===== src/rtl/core/udtc_pkg.sv =====
// Shared types and constants for the up/down digipot tap controller.
package udtc_pkg;

  localparam int TAP_BITS = 7;

  // Request kinds carried on s_tuser
  localparam logic CMD_TICK = 1'b0;
  localparam logic CMD_SET  = 1'b1;

  // Sequencer codes
  localparam logic [2:0] SEQ_IDLE      = 3'd0;
  localparam logic [2:0] SEQ_HOME_LOW  = 3'd1;
  localparam logic [2:0] SEQ_HOME_HIGH = 3'd2;
  localparam logic [2:0] SEQ_STEP_LOW  = 3'd3;
  localparam logic [2:0] SEQ_STEP_HIGH = 3'd4;
  localparam logic [2:0] SEQ_STEP_END  = 3'd5;
  localparam logic [2:0] SEQ_STORE_END = 3'd6;

  // Register indexes on the config port
  localparam logic REG_OUTPUT_ENABLED = 1'b0;
  localparam logic REG_MAX_TAP        = 1'b1;

  // Classified request as it sits in the queue
  typedef struct packed {
    logic                is_set;
    logic [TAP_BITS-1:0] target;
    logic                store;
  } item_t;

  // Configuration seen by the sequencer
  typedef struct packed {
    logic                output_enabled;
    logic [TAP_BITS-1:0] max_tap;
    logic                oe_clear;   // pulse: output_enabled written to 0
  } cfg_t;

  // One result
  typedef struct packed {
    logic                rejected;
    logic                busy_res;
    logic                tap_known;
    logic [TAP_BITS-1:0] tap_now;
    logic                direction_level;
    logic                increment_level;
    logic                select_level;
  } result_t;

endpackage


===== src/rtl/core/udtc_front.sv =====
// Front end: decodes incoming requests and clamps the target tap.
module udtc_front import udtc_pkg::*; (
  input  logic                s_tvalid,
  output logic                s_tready,
  input  logic                s_tuser,    // [0] command
  input  logic [15:0]         s_tdata,    // [7:0] target_tap, [8] store_after
  input  logic [TAP_BITS-1:0] max_tap,
  input  logic                q_ready,
  output logic                q_push,
  output item_t               q_item
);

  logic [7:0] target_raw;
  logic [7:0] limit;

  assign target_raw = s_tdata[7:0];
  assign limit      = {1'b0, max_tap};

  assign s_tready = q_ready;
  assign q_push   = s_tvalid && q_ready;

  always_comb begin
    q_item.is_set = (s_tuser == CMD_SET);
    q_item.store  = s_tdata[8];
    if (target_raw > limit) begin
      q_item.target = max_tap;
    end else begin
      q_item.target = target_raw[TAP_BITS-1:0];
    end
  end

endmodule


===== src/rtl/core/udtc_queue.sv =====
// Two-entry queue between the front end and the sequencer.
module udtc_queue import udtc_pkg::*; (
  input  logic  clk,
  input  logic  rst,
  input  logic  push,
  input  item_t push_item,
  output logic  ready,
  input  logic  pop,
  output logic  valid,
  output item_t head
);

  item_t      mem [2];
  logic       wr_ptr;
  logic       rd_ptr;
  logic [1:0] count;

  assign ready = (count != 2'd2);
  assign valid = (count != 2'd0);
  assign head  = mem[rd_ptr];

  always_ff @(posedge clk) begin
    if (push) begin
      mem[wr_ptr] <= push_item;
    end
  end

  always_ff @(posedge clk) begin
    if (rst) begin
      wr_ptr <= 1'b0;
      rd_ptr <= 1'b0;
      count  <= 2'd0;
    end else begin
      if (push) begin
        wr_ptr <= ~wr_ptr;
      end
      if (pop) begin
        rd_ptr <= ~rd_ptr;
      end
      case ({push, pop})
        2'b10:   count <= count + 2'd1;
        2'b01:   count <= count - 2'd1;
        default: count <= count;
      endcase
    end
  end

  a_count_range: assert property (@(posedge clk) disable iff (rst) count <= 2'd2)
    else $error("queue count out of range");

  a_no_overflow: assert property (@(posedge clk) disable iff (rst)
    (count == 2'd2 && !pop) |=> (count == 2'd2))
    else $error("queue lost a request while full");

endmodule


===== src/rtl/core/udtc_back.sv =====
// Back end: pin waveform sequencer and registered result stage.
module udtc_back import udtc_pkg::*; (
  input  logic    clk,
  input  logic    rst,
  input  cfg_t    cfg,
  input  logic    q_valid,
  input  item_t   q_head,
  output logic    q_pop,
  output logic    m_tvalid,
  input  logic    m_tready,
  output result_t m_result
);

  logic [TAP_BITS-1:0] tap, tap_next;
  logic                known, known_next;
  logic [TAP_BITS-1:0] target, target_next;
  logic [2:0]          state, state_next;
  logic [TAP_BITS-1:0] hcount, hcount_next;
  logic                store_pend, store_pend_next;
  logic                sel, sel_next;
  logic                inc, inc_next;
  logic                dir, dir_next;
  logic                rej;
  logic                out_valid;
  result_t             out_data;

  assign q_pop    = q_valid && (!out_valid || m_tready);
  assign m_tvalid = out_valid;
  assign m_result = out_data;

  always_comb begin
    tap_next        = tap;
    known_next      = known;
    target_next     = target;
    state_next      = state;
    hcount_next     = hcount;
    store_pend_next = store_pend;
    sel_next        = sel;
    inc_next        = inc;
    dir_next        = dir;
    rej             = 1'b0;

    if (cfg.oe_clear && !known) begin
      tap_next   = '0;
      known_next = 1'b1;
    end

    if (q_pop) begin
      if (!q_head.is_set) begin
        case (state)
          SEQ_HOME_LOW: begin
            if (hcount < cfg.max_tap) begin
              sel_next    = 1'b0;
              dir_next    = 1'b0;
              inc_next    = 1'b0;
              hcount_next = hcount + TAP_BITS'(1);
              state_next  = SEQ_HOME_HIGH;
            end else begin
              sel_next   = 1'b1;
              tap_next   = '0;
              known_next = 1'b1;
              state_next = SEQ_STEP_LOW;
            end
          end
          SEQ_HOME_HIGH: begin
            inc_next   = 1'b1;
            state_next = SEQ_HOME_LOW;
          end
          SEQ_STEP_LOW: begin
            if (tap != target) begin
              sel_next   = 1'b0;
              dir_next   = (tap < target);
              inc_next   = 1'b0;
              state_next = SEQ_STEP_HIGH;
            end else if (store_pend) begin
              sel_next   = 1'b0;
              inc_next   = 1'b1;
              state_next = SEQ_STORE_END;
            end else begin
              state_next = SEQ_IDLE;
            end
          end
          SEQ_STEP_HIGH: begin
            inc_next   = 1'b1;
            state_next = SEQ_STEP_END;
          end
          SEQ_STEP_END: begin
            sel_next   = 1'b1;
            tap_next   = dir ? tap + TAP_BITS'(1) : tap - TAP_BITS'(1);
            state_next = SEQ_STEP_LOW;
          end
          SEQ_STORE_END: begin
            sel_next        = 1'b1;
            store_pend_next = 1'b0;
            state_next      = SEQ_IDLE;
          end
          default: state_next = SEQ_IDLE;   // idle tick: pins hold
        endcase
      end else if (state != SEQ_IDLE) begin
        rej = 1'b1;
      end else if (!cfg.output_enabled) begin
        // dummy mode: jump straight to the target
        tap_next    = q_head.target;
        target_next = q_head.target;
        known_next  = 1'b1;
      end else begin
        target_next     = q_head.target;
        store_pend_next = q_head.store;
        if (!known) begin
          sel_next    = 1'b0;
          dir_next    = 1'b0;
          inc_next    = 1'b1;
          hcount_next = '0;
          state_next  = SEQ_HOME_LOW;
        end else begin
          state_next = SEQ_STEP_LOW;
        end
      end
    end
  end

  always_ff @(posedge clk) begin
    if (rst) begin
      tap        <= '0;
      known      <= 1'b0;
      target     <= '0;
      state      <= SEQ_IDLE;
      hcount     <= '0;
      store_pend <= 1'b0;
      sel        <= 1'b1;
      inc        <= 1'b1;
      dir        <= 1'b0;
      out_valid  <= 1'b0;
    end else begin
      tap        <= tap_next;
      known      <= known_next;
      target     <= target_next;
      state      <= state_next;
      hcount     <= hcount_next;
      store_pend <= store_pend_next;
      sel        <= sel_next;
      inc        <= inc_next;
      dir        <= dir_next;
      if (q_pop) begin
        out_valid <= 1'b1;
      end else if (m_tready) begin
        out_valid <= 1'b0;
      end
    end
  end

  always_ff @(posedge clk) begin
    if (q_pop) begin
      out_data.select_level    <= sel_next;
      out_data.increment_level <= inc_next;
      out_data.direction_level <= dir_next;
      out_data.tap_now         <= known_next ? tap_next : '0;
      out_data.tap_known       <= known_next;
      out_data.busy_res        <= (state_next != SEQ_IDLE);
      out_data.rejected        <= rej;
    end
  end

  // pins are parked (deselected, increment high) whenever no sequence runs
  a_idle_pins: assert property (@(posedge clk) disable iff (rst)
    (state == SEQ_IDLE) |-> (sel && inc))
    else $error("pins not parked while idle");

  a_known_sticky: assert property (@(posedge clk) disable iff (rst)
    known |=> known)
    else $error("tap position lost after being known");

  a_step_needs_known: assert property (@(posedge clk) disable iff (rst)
    (state == SEQ_STEP_LOW || state == SEQ_STEP_HIGH || state == SEQ_STEP_END) |-> known)
    else $error("stepping with unknown position");

endmodule


===== src/rtl/core/updown_digipot_tap_controller.sv =====
// Top level: config registers, front end, queue and sequencer.
//
// Drives a three-wire up/down digital potentiometer. Every input request on
// the s_ side yields exactly one result on the m_ side. s_tuser is the
// command: 0 is a tick (one pulse half-period), 1 is a set-tap request with
// target_tap and store_after in s_tdata. A result carries the three pin
// levels, the tracked tap, whether it is known, busy, and a reject flag for
// a set-tap request that arrived while a sequence ran.
// A result passes through a queue entry, then the result register, after its
// request is accepted; the block takes one request per cycle while m_tready
// stays high.
// A two-entry queue sits between decode and the sequencer, and the result
// register holds while m_tready is low; the queue keeps taking requests
// until it is full, then s_tready drops.
// Reset (rst, synchronous) parks the pins deselected with increment high,
// marks the position unknown, and loads output_enabled 1, max_tap 99.
// The first set-tap request while unknown with output enabled homes by pulsing down max_tap times.
// Registers (APB, byte address 0: output_enabled, 4: max_tap): the user must
// write them only while no request is in flight; the block does not enforce it.
module updown_digipot_tap_controller import udtc_pkg::*; (
  input  logic        clk,
  input  logic        rst,
  input  logic        s_tvalid,
  output logic        s_tready,
  input  logic        s_tuser,   // [0] command
  input  logic [15:0] s_tdata,   // [7:0] target_tap, [8] store_after
  output logic        m_tvalid,
  input  logic        m_tready,
  // [0] select_level, [1] increment_level, [2] direction_level,
  // [9:3] tap_now, [10] tap_known, [11] busy_res, [12] rejected
  output logic [15:0] m_tdata,
  input  logic        psel,
  input  logic        penable,
  input  logic        pwrite,
  input  logic [2:0]  paddr,
  input  logic [31:0] pwdata,
  output logic [31:0] prdata,
  output logic        pready
);

  logic                output_enabled;
  logic [TAP_BITS-1:0] max_tap;
  logic                wr_en;
  cfg_t                cfg;
  logic                q_ready, q_push, q_pop, q_valid;
  item_t               q_in, q_head;
  result_t             res;

  assign pready = 1'b1;
  assign wr_en  = psel && penable && pwrite && pready;

  always_ff @(posedge clk) begin
    if (rst) begin
      output_enabled <= 1'b1;
      max_tap        <= TAP_BITS'(99);
    end else if (wr_en) begin
      case (paddr[2])
        REG_OUTPUT_ENABLED: output_enabled <= pwdata[0];
        REG_MAX_TAP:        max_tap        <= pwdata[TAP_BITS-1:0];
        default:            max_tap        <= max_tap;
      endcase
    end
  end

  always_comb begin
    case (paddr[2])
      REG_OUTPUT_ENABLED: prdata = {31'b0, output_enabled};
      REG_MAX_TAP:        prdata = {{(32-TAP_BITS){1'b0}}, max_tap};
      default:            prdata = '0;
    endcase
  end

  assign cfg.output_enabled = output_enabled;
  assign cfg.max_tap        = max_tap;
  assign cfg.oe_clear       = wr_en && (paddr[2] == REG_OUTPUT_ENABLED) && !pwdata[0];

  udtc_front u_front (
    .s_tvalid (s_tvalid),
    .s_tready (s_tready),
    .s_tuser  (s_tuser),
    .s_tdata  (s_tdata),
    .max_tap  (max_tap),
    .q_ready  (q_ready),
    .q_push   (q_push),
    .q_item   (q_in)
  );

  udtc_queue u_queue (
    .clk       (clk),
    .rst       (rst),
    .push      (q_push),
    .push_item (q_in),
    .ready     (q_ready),
    .pop       (q_pop),
    .valid     (q_valid),
    .head      (q_head)
  );

  udtc_back u_back (
    .clk      (clk),
    .rst      (rst),
    .cfg      (cfg),
    .q_valid  (q_valid),
    .q_head   (q_head),
    .q_pop    (q_pop),
    .m_tvalid (m_tvalid),
    .m_tready (m_tready),
    .m_result (res)
  );

  assign m_tdata = {3'b0, res};

endmodule


===== config.mk =====
export PLATFORM = sky130hd
export DESIGN_NAME = updown_digipot_tap_controller
export DESIGN_NICKNAME = d
export VERILOG_FILES = /design/src/rtl/core/udtc_pkg.sv /design/src/rtl/core/udtc_front.sv /design/src/rtl/core/udtc_queue.sv /design/src/rtl/core/udtc_back.sv /design/src/rtl/core/updown_digipot_tap_controller.sv
export SDC_FILE = /design/constraint.sdc
export NUM_CORES = 1
export LEC_CHECK = 0
export ABC_AREA = 1
export BUFFER_PORTS_ARGS = -buffer_cell sky130_fd_sc_hd__clkbuf_2
export CORE_ASPECT_RATIO = 0.8
export CORE_MARGIN = 8
export CORE_UTILIZATION = 50
export CTS_BUF_LIST = sky130_fd_sc_hd__clkbuf_8
export CTS_CLUSTER_DIAMETER = 200
export CTS_CLUSTER_SIZE = 10
export DETAILED_ROUTE_END_ITERATION = 10
export HOLD_SLACK_MARGIN = 0.06
export PLACE_DENSITY = 0.79
export SETUP_SLACK_MARGIN = 0.3
export SLEW_MARGIN = 0
export SYNTH_ARGS = -nofsm -noshare
export SYNTH_HDL_FRONTEND = slang
export SYNTH_SLANG_ARGS = --single-unit

===== constraint.sdc =====
create_clock -name clk -period 1.85 [get_ports clk]
set_input_delay 0.2775 -clock clk [delete_from_list [all_inputs] [get_ports clk]]
set_output_delay 0.2775 -clock clk [all_outputs]
set_load 0.05 [all_outputs]

=== Word level (Yosys, flattened, before mapping) ===
Memory sizes are Yosys's and may differ from the RTL's. A register that Yosys moved wholly into a read port is not among the register bits.
Index checks and enable logic that the tools add are counted.

* RAM bits: 18
* Memories kept: 1
* Bits in registers: 55
* Bits of input ports: 59

* $lt $le $gt $ge: 3
* Reduce and logical (&&, ||, !) cells: 26
* Eq/ne operators: 13
* Bitwise gates (word level): 4
* Multiplexer cells: 70
* Add/sub/neg operators: 5

{| class="wikitable"
|+ Memory list
! memory !! depth !! bits a word !! rd ports !! clocked after Yosys merged registers in !! write ports !! RTL line !! text
|-
| u_queue.mem || 2 || 9 || 1 || 1 || 1 || udtc_queue.sv:13 || <nowiki>item_t mem [2];</nowiki>
|}

{| class="wikitable"
|+ Operators by type and width
! cell !! number
|-
| $mux W7 || 14
|-
| $pmux W32 S2 || 1
|-
| $mux W1 || 42
|-
| $mux W3 || 6
|-
| $pmux W3 S5 || 1
|-
| $add A7 B1 Y7 const B || 2
|-
| $lt A7 B7 Y1 || 2
|-
| $pmux W7 S2 || 1
|-
| $reduce_bool A2 Y1 || 6
|-
| $eq A3 B3 Y1 const B || 3
|-
| $gt A8 B7 Y1 || 1
|-
| $ne A2 B2 Y1 const B || 4
|-
| $logic_and A1 B1 Y1 || 7
|-
| $ne A7 B7 Y1 || 1
|-
| $sub A7 B1 Y7 const B || 1
|-
| $eq A3 B2 Y1 const B || 2
|-
| $pmux W1 S3 || 2
|-
| $reduce_and A6 Y1 || 1
|-
| $reduce_bool A3 Y1 || 2
|-
| $not A1 Y1 || 4
|-
| $pmux W2 S2 || 1
|-
| $reduce_and A2 Y1 || 2
|-
| $reduce_and A4 Y1 || 1
|-
| $reduce_or A2 Y1 || 2
|-
| other kinds (10) || 12
|}

=== Logic depth before layout (Yosys ltp) ===
Gate-level depths: netlist of run 1.

* Word-level depth: 10
* Gate-level depth with buffers: 14

=== Modules after synthesis ===
From an unflattened synthesis of run 1, not the netlist that was laid out.

* Cells, all modules: 611
* Area total of the unflattened synthesis: 4692.0 um2

{| class="wikitable"
|+ By module, submodules not included
! module !! cells each !! seq. area each (um2) !! instances !! area an instance (um2)
|-
| udtc_back || 395 || 991.0 || 1 || 2792.7
|-
| udtc_queue || 60 || 640.6 || 1 || 910.9
|-
| updown_digipot_tap_controller || 95 || 160.2 || 1 || 624.3
|-
| udtc_front || 61 || 0.0 || 1 || 364.1
|}

=== Least setup slack after synthesis of run 1 ===
Ideal clock, no wire load.

* Path type: reg-to-reg
* Start point: register u_back.out_valid, in the netlist u_back.m_tvalid
* End point: register u_queue.count[1]
* Arrival: 2.132 ns
* Setup slack: -0.351 ns
* Clock period less this slack: 2.201 ns
* Stages on the path, launching flop included: 10
* Data required time: 1.780 ns
* Cells stage by stage: dfxtp_1 nand2_1 o21ai_1 clkinv_1 ha_1 inv_1 nand2_1 nor2_1 o21ai_0 a21oi_1

* Longest elaborated chain between the ends: 5
* Elaborated cells on any way between the ends: 7
* Those cells by class: eq/ne: 2; mux: 1; reduce/logical: 4

{| class="wikitable"
|+ Ends and longest elaborated chain
! what !! RTL line !! text
|-
| start, declared || udtc_back.sv:24 || <nowiki>logic out_valid;</nowiki>
|-
| start signal, assigned || udtc_back.sv:133 || <nowiki>out_valid <= 1'b0;</nowiki>
|-
| start signal, assigned || udtc_back.sv:145 || <nowiki>out_valid <= 1'b1;</nowiki>
|-
| start signal, assigned || udtc_back.sv:147 || <nowiki>out_valid <= 1'b0;</nowiki>
|-
| $logic_not A1 Y1 * || udtc_back.sv:27 || <nowiki>assign q_pop = q_valid && (!out_valid || m_tready);</nowiki>
|-
| $logic_or A1 B1 Y1 * || udtc_back.sv:27 ||
|-
| $logic_and A1 B1 Y1 * || udtc_back.sv:27 ||
|-
| named net q_pop || updown_digipot_tap_controller.sv:45 || <nowiki>logic q_ready, q_push, q_pop, q_valid;</nowiki>
|-
| $eq A2 B1 Y1 or $eq A2 B2 Y1 (tied branches) || udtc_queue.sv:40 || <nowiki>case ({push, pop})</nowiki>
|-
| $pmux W2 S2 or $reduce_bool A2 Y1 (tied branches) || - ||
|-
| end signal, assigned || udtc_queue.sv:41 || <nowiki>2'b10: count <= count + 2'd1;</nowiki>
|-
| end signal, assigned || udtc_queue.sv:42 || <nowiki>2'b01: count <= count - 2'd1;</nowiki>
|-
| end signal, assigned || udtc_queue.sv:43 || <nowiki>default: count <= count;</nowiki>
|-
| end, declared || udtc_queue.sv:16 || <nowiki>logic [1:0] count;</nowiki>
|}

The timed path passes the listed nets; every way through them passes the cells marked *.
A chain may end at the register's enable or synchronous reset.

=== Worst setup path after layout of run 1 ===
* Start point: register u_back.dir
* End point: register u_back.out_data, in the netlist u_back.m_result[6], data pin

* Longest elaborated chain between the ends: 4

{| class="wikitable"
|+ Ends and longest elaborated chain
! what !! RTL line !! text
|-
| start, declared || udtc_back.sv:22 || <nowiki>logic dir, dir_next;</nowiki>
|-
| start signal, assigned || udtc_back.sv:143 || <nowiki>dir <= dir_next;</nowiki>
|-
| $mux W7 || udtc_back.sv:89 || <nowiki>tap_next = dir ? tap + TAP_BITS'(1) : tap - TAP_BITS'(1);</nowiki>
|-
| $pmux W7 S2 || udtc_back.sv:50 || <nowiki>case (state)</nowiki>
|-
| $mux W7 || udtc_back.sv:49 || <nowiki>if (!q_head.is_set) begin</nowiki>
|-
| $mux W7 || udtc_back.sv:48 || <nowiki>if (q_pop) begin</nowiki>
|-
| end, declared || udtc_back.sv:25 || <nowiki>result_t out_data;</nowiki>
|}

No other way between the ends.

==> key figures, run 1 <==
Cells and area
  • Final core occ: 71.0%
  • Diodes inserted: 0
  • Area Overhead vs Synth: 37.3%
  • Final #Nets: 756
  • Layout fillers: 620
  • Share of layout cells above drive strength 1: 46.3%
  • Combined area of the multi-input logic cells: 0.00286 sq mm
  • Storage cell area: 0.00184 sq mm
  • Fin area: 0.00607 sq mm

Global routing
  • M3 GR Usage: 4.94%
  • Global routing usage on met2: 33.2%
  • GR peak layer: met2
  • Grt total ovfl: 0
  • Tot GR Track Use: 19.3%
  • Initial antenna violation count: 0
  • Vias in the first global route: 3990
  • Global-route wire length before repair: 18.9 mm
  • Largest net degree at the start of global routing: 22
  • Met1 usage: 23.8%

Drt
  • Routed vias: 4269
  • Number of detailed-route iterations in the first pass: 5
  • DR vias/cell: 5.43
  • Drt initial violations: 331
  • DRC Markers: 0
  • DRT antenna net count: 0
  • Per-cell routed wire length: 16.6 microns
  • WL final: 13.0 mm

Critical path
  • Crit-path leading delay family: compound AO/OA/AOI/OAI gates
  • Reg2Reg Setup Slack: -0.07 ns
  • Worst-path maximum fanout: 5
  • R2r endpoint: u_back.m_result[6]
  • End of the critical path: u_back.m_result[6]
  • Path length in cells of the critical path: 10
  • CP bufs+invs: 2
  • Setup crit start kind: flip-flop
  • CP arrival: 2.15 ns
  • Crit path launch: u_back.dir
  • Kind of critical path: reg2reg
  • Crit. End Element: flip-flop
  • Crit path max-delay cell type: dfxtp_4
  • CP max stage delay: 0.40 ns
  • R2R cell count: 10
  • Critical R2R Launch: u_back.dir
  • Worst path cell trace: clkinvlp_4 > ha_4 > a21oi_2 > nand2_2 > buf_4 > a21oi_2 > o21ai_1 > nand2_1 > nand2_2 > a21oi_2
  • Worst Path Required: 2.08 ns
  • Crit path top cell by count: a21oi_2

Synthesis
  • Syn avg cell area: 7.87 sq um
  • Cell taking the most area after synthesis: edfxtp_1
  • Seq/Total Area, Yosys: 40.5%
  • Synth top area cells: edfxtp_1 21%, dfxtp_1 19%, nand2_1 11%
  • Synthesis-stage register bit count: 74
  • Number of synthesis warnings: 0
  • Syn Std Cell Area: 0.00443 sq mm
  • Gate count of the mapped netlist: 562
  • Synth top area share: 21.0%
  • Synth cell types: 43

Clocking
  • CTS clk-pin slew, worst paths: 0.08 ns
  • H-tree Lvls: 3
  • # hold bufs at CTS: 0
  • CTS tree: done
  • Worst-skew pair later-pin latency: 0.36 ns
  • Clk sinks: 74
  • CTS buffer count: 9
  • Clk buf depth: 2
  • Clock Root Buffer: clkbuf_8

Pwr
  • PD cells: 1370 mW/mm^2
  • Leakage: 0.00275 uW
  • Maximum VDD drop: 1090 uV

STA
  • Fmax: 0.520 GHz
  • Final Setup Violations: 6
  • RSZ-0062 raised after global routing: yes
  • Period minus WS final: 1.92 ns
  • Max Slew Vio Count: 0
  • TNS Setup: -0.162 ns
  • Final Skew: 0.0134 ns
  • Hold WS: 0.110 ns
  • Fin crit share: 104%
  • Final Hold Viols: 0
  • Final WS setup: -0.0748 ns

Die
  • Core Region: 0.00856 sq mm
  • Boundary Pins: 110
  • Initial core utilization: 51.7%
  • DIE WIDTH: 121 microns
  • Die extent in y: 100 microns
  • Row cnt: 30
  • Die area: 0.0121 sq mm

Run
  • # Max-Cap Violations: 0

Placed design
  • PortBufs: 46
  • Dpl ws: -0.00113 ns
  • Area after DPL: 0.00504 sq mm
  • GP Congestion: 0.975
  • Post-DP HPWL: 8.43 mm

Hold path
  • Worst hold path class: in2reg

Outcome
  • Status: finished, violations left
  • Failing checks: setup timing
## cells in the final DEF (no fill, tap or decap), types with 11 or more instances in the layout
cell type   n
a21oi_1    28
inv_1      58
nand2_2    39
a21oi_2    19
edfxtp_1   31
nand2_1    90
nor2_1     24
conb_1     29
inv_2      15
nand4_1    13
o21ai_2    12
dfxtp_1    22
buf_4      53
o21ai_0    16
dfxtp_2    14
nor2_2     11
clkbuf_2   44
nand3_2    13
ha_4       16
## worst register-to-register path, delay by kind of cell, from the launching register on
family	cells	cell delay [ns]
adder cells (fa/ha/maj)	1	0.33
buffers and inverters	2	0.36
flip-flops	1	0.40
AO/OA/AOI/OAI	4	0.46
AND/OR/NAND/NOR	3	0.25
## power by group
group	internal (uW)	switching [uW]	total (uW)
Sequential	2190	218	2410
Clock	483	648	1130
Combinational	1680	3120	4800
## Yosys cell counts, drive strengths merged
library cell  count
mux2i             2
a21oi            51
a22oi             1
conb              2
o21bai            1
clkbuf            5
xnor2             1
dfxtp            43
nor3              2
a211oi            1
nor3b             3
nand3b            4
edfxtp           31
and3              2
o21ai            42
nand3            25
buf              34
nand4            13
fa                1
a21o              1
inv              77
nand2           136
clkinv            2
o211ai            3
mux2              6
nor2             42
a31oi             1
xor2              3
ha               27
## flip-flops by register name, indices dropped and copies added (netlist names), named ones only
| register | flops |
|---|---|
| u_back.target | 7 |
| u_back.state | 3 |
| output_enabled | 1 |
| u_queue.wr_ptr | 1 |
| u_back.hcount | 7 |
| u_back.inc | 1 |
| u_queue.rd_ptr | 1 |
| u_back.known | 1 |
| max_tap | 7 |
| u_back.tap | 7 |
| u_back.m_result | 13 |
| u_queue.mem | 18 |
| u_back.store_pend | 1 |
| u_back.sel | 1 |
| u_back.m_tvalid | 1 |
| u_queue.count | 2 |
| u_back.dir | 1 |
## metal layers
metal,up-vias,share of wire [%]
li1,2005,-
met1,2005,39
met2,219,51
met3,40,7.6
met4,0,2.3
met5,-,0
## worst min path at each step
| stage | start | end | depth (start not counted) | slack, ns |
|---|---|---|---|---|
| floorplan | s_tdata[8] | u_queue.mem[0][0] | 0 | 0.38 |
| global placement | u_queue.rd_ptr | u_queue.rd_ptr | 1 | 0.44 |
| detailed placement | u_back.target[2] | u_back.target[2] | 2 | 0.45 |
| CTS | s_tuser | u_queue.mem[1][8] | 1 | 0.1 |
| global route | s_tuser | u_queue.mem[0][8] | 1 | 0.10 |
| finish | s_tuser | u_queue.mem[1][8] | 1 | 0.11 |
## kinds of logic after synthesis
group | count (synthesis) | synth area share (%)
fa+ha+maj | 28 | 8.09
simple gates | 227 | 22.8
compound gates | 101 | 12.8
mux | 8 | 1.98
other cells | 2 | 0.170
flops | 74 | 40.5
buf+inv | 118 | 12.9
xor+xnor | 4 | 0.792
## per-stage QoR
step / instances / total power (uW)
final: 786 / 8340
after global routing: 786 / 8780
after detailed placement: 737 / 5940
after CTS: 767 / 7360
after floorplan: 589 / 5020
after global placement: 737 / 5810
## area by class of cell
type                            instances  area share [%]
Clock buffer                            9            2.04
Sequential cell                        74            30.2
Multi-Input combinational cell        398            47.1
Inverter                               79            5.27
Clock inverter                          7           0.762
Tap cell                              112            2.31
Timing Repair Buffer                  107            12.3
## timing repair
item,CTS,global route
endpoints found under the setup margin,49,54
pin swaps,23,39
endpoints found under the hold margin,0,0
gates cloned,1,0
buffers inserted,13,19
resized for setup,46,133
(Power assumes the default switching activity.)
==> inputs of run 2 (changes only) <==
--- a/config.mk
+++ b/config.mk
@@ -11,3 +11,3 @@
 export CORE_MARGIN = 8
-export CORE_UTILIZATION = 50
+export CORE_UTILIZATION = 55
 export CTS_BUF_LIST = sky130_fd_sc_hd__clkbuf_8
@@ -17,3 +17,3 @@
 export HOLD_SLACK_MARGIN = 0.06
-export PLACE_DENSITY = 0.79
+export PLACE_DENSITY = 0.82
 export SETUP_SLACK_MARGIN = 0.3
==> constraint.sdc (replaced) <==
create_clock -name clk -period 2.47 [get_ports clk]
set_input_delay 0.247 -clock clk [delete_from_list [all_inputs] [get_ports clk]]
set_output_delay 0.247 -clock clk [all_outputs]
set_load 0.05 [all_outputs]
==> key figures, run 2 (synthesized netlist as in run 1, its figures left out) <==
Placed design
  • Post-DP HPWL: 7.99 mm (-5.2%)
  • PortBufs: 46 (unchanged)
  • GP Congestion: 0.895 (-8.2%)
  • Area after DPL: 0.00466 sq mm (-7.5%)
  • Dpl ws: 0.288 ns (+0.289 ns)

Die
  • Core Region: 0.00787 sq mm (-8.0%)
  • Row cnt: 29 (-3.3%)
  • Boundary Pins: 110 (unchanged)
  • DIE WIDTH: 116 microns (-4.0%)
  • Initial core utilization: 56.2% (+4.5 points)
  • Die extent in y: 96.2 microns (-3.9%)
  • Die area: 0.0112 sq mm (-7.8%)

Critical path
  • R2R cell count: 9 (-1)
  • R2r endpoint: u_back.m_result[11]
  • Worst Path Required: 2.57 ns (+0.49 ns)
  • CP arrival: 2.12 ns (-0.03 ns)
  • Kind of critical path: reg2reg
  • Reg2Reg Setup Slack: 0.44 ns (+0.52 ns)
  • Setup crit start kind: flip-flop
  • Crit. End Element: flip-flop
  • Worst-path maximum fanout: 18 (+13)

Cells and area
  • Share of layout cells above drive strength 1: 16.2% (-30 points)
  • Area Overhead vs Synth: 10.5%
  • Leading cell type in the layout, fill and taps excluded: nand2_1
  • Max reg flops: 18 (unchanged)
  • Final #Nets: 699 (-7.5%)
  • Reg with most FFs: u_queue.mem
  • Layout fillers: 688 (+11%)
  • Most frequent cells in the layout: 131 x nand2_1, 74 x inv_1, 47 x a21oi_1
  • Fin area: 0.00489 sq mm (-19%)
  • Diodes inserted: 0 (unchanged)

Hold path
  • Worst hold path class: in2reg
  • Hold Startpoint: s_tdata[8]
  • Cell depth of the worst hold path: 1 (unchanged)
  • Hold EP: u_queue.mem[1][0]

Drt
  • WL final: 10.7 mm (-18%)
  • Routed vias: 3873 (-9.3%)
  • Met3 routed WL: 794 microns (-20%)
  • Routed metal-1 wirelength: 4.46 mm (-13%)
  • Drt initial violations: 217 (-34%)
  • Top sig layer: met4
  • Number of detailed-route iterations in the first pass: 5 (unchanged)
  • DR vias/cell: 5.34 (-1.6%)
  • DRC Markers: 0 (unchanged)
  • Wire length on met2: 5.17 mm (-22%)
  • Per-cell routed wire length: 14.7 microns (-11%)
  • DRT antenna net count: 0 (unchanged)

STA
  • Worst slew pin tran: 0.792 ns
  • RSZ-0062 raised after global routing: no
  • TNS Setup: 0 ns (+0.162 ns)
  • Final Hold Viols: 0 (unchanged)
  • Hold WS: 0.0863 ns (-0.0237 ns)
  • Final WS setup: 0.445 ns (+0.519 ns)
  • Fmax: 0.494 GHz (-5.0%)
  • Max Slew Vio Count: 0 (unchanged)
  • Fin crit share: 82.0% (-22 points)
  • Final Skew: 0.00734 ns (-0.00608 ns)
  • Rel. slew slack: 47.0%
  • Final Setup Violations: 0 (-6)
  • Period minus WS final: 2.03 ns (+0.101 ns)

Clocking
  • Clk buf depth: 2 (unchanged)
  • Worst-skew pair later-pin latency: 0.35 ns (about the same)
  • H-tree Lvls: 3 (unchanged)
  • CTS tree: done
  • Clock Root Buffer: clkbuf_8
  • # Post-CTS Setup Buffers: 0 (-13)
  • CTS clk-pin slew, worst paths: 0.07 ns (about the same)
  • Clk sinks: 74 (unchanged)
  • CTS buffer count: 9 (unchanged)

Global routing
  • Tot GR Track Use: 20.1% (+0.85 points)
  • Largest net degree at the start of global routing: 22 (unchanged)
  • Global-route wire length before repair: 17.4 mm (-7.6%)
  • Grt total ovfl: 0 (unchanged)
  • Vias in the first global route: 3798 (-4.8%)
  • Initial antenna violation count: 0 (unchanged)

Pwr
  • Maximum VDD drop: 644 uV (-41%)
  • PD cells: 1060 mW/mm^2 (-23%)
  • Leakage: 0.00240 uW (-13%)

Outcome
  • Status: complete, no violations

Run
  • # Max-Cap Violations: 0 (unchanged)
run 2: what timing repair did:
action / 4_1_cts / 5_1_grt
pin swaps: 0 / 1
gates cloned: 0 / 0
hold endpoints to repair: 0 / 0
gates resized for setup: 2 / 10
hold buffers: 0 / 0
setup endpoints to repair: 4 / 25
run 2: per-layer routing:
| layer | track usage, % | vias up |
|---|---|---|
| li1 | - | 1895 |
| met1 | 23.7 | 1772 |
| met4 | 9.15 | 0 |
| met3 | 4.76 | 25 |
| met2 | 34.5 | 181 |
| met5 | 0 | - |
run 2: cell type report:
| cell class | count | area [sq um] | area share (%) |
|---|---|---|---|
| inverter | 79 | 303 | 6.19 |
| clock buffer | 11 | 151 | 3.10 |
| sequential | 74 | 1790 | 36.7 |
| tap | 108 | 135 | 2.76 |
| clock inverter | 5 | 46.3 | 0.947 |
| multi-input combinational | 397 | 2190 | 44.8 |
| timing repair buffer | 51 | 268 | 5.47 |
run 2: how the worst max path moves through the flow:
| stage | from | endpoint | slack, ns | depth (start not counted) |
|---|---|---|---|---|
| after detailed placement | flip-flop | u_back.m_result[4] | 0.29 | 10 |
| after global placement | flip-flop | u_back.m_result[4] | 0.34 | 10 |
| after global routing | flip-flop | u_back.m_result[8] | 0.30 | 10 |
| final | flip-flop | u_back.m_result[11] | 0.44 | 9 |
| after CTS | max_tap[5] | u_queue.mem[1][2] | 0.31 | 9 |
| after floorplan | u_back.m_tvalid | u_back.m_result[4] | 0.50 | 9 |
run 2: metrics by stage:
stage,std cells,util [%],power [uW]
floorplan,589,-,3670
global placement,709,59.2,4090
detailed placement,709,59.2,4180
CTS,725,61.7,5140
global route,725,62.1,5510
finish,725,62.1,5200
run 2: report_power, final:
| group | switching, uW | total [uW] | internal [uW] | leakage (uW) |
|---|---|---|---|---|
| Sequential | 173 | 1800 | 1630 | 0.000645 |
| Combinational | 1820 | 2450 | 634 | 0.00164 |
| Clock | 438 | 948 | 510 | 0.000109 |
| Total | 2430 | 5200 | 2770 | 0.00240 |
run 2: critical path, cell delays in order, from the launching register on:
cell and delay, ns:
dfxtp_2 0.50, nand2_1 0.15, o21ai_4 0.20, inv_6 0.16
nor2_8 0.20, inv_2 0.11, o21ai_0 0.16, o21ai_0 0.13
inv_1 0.09, nand3_1 0.07
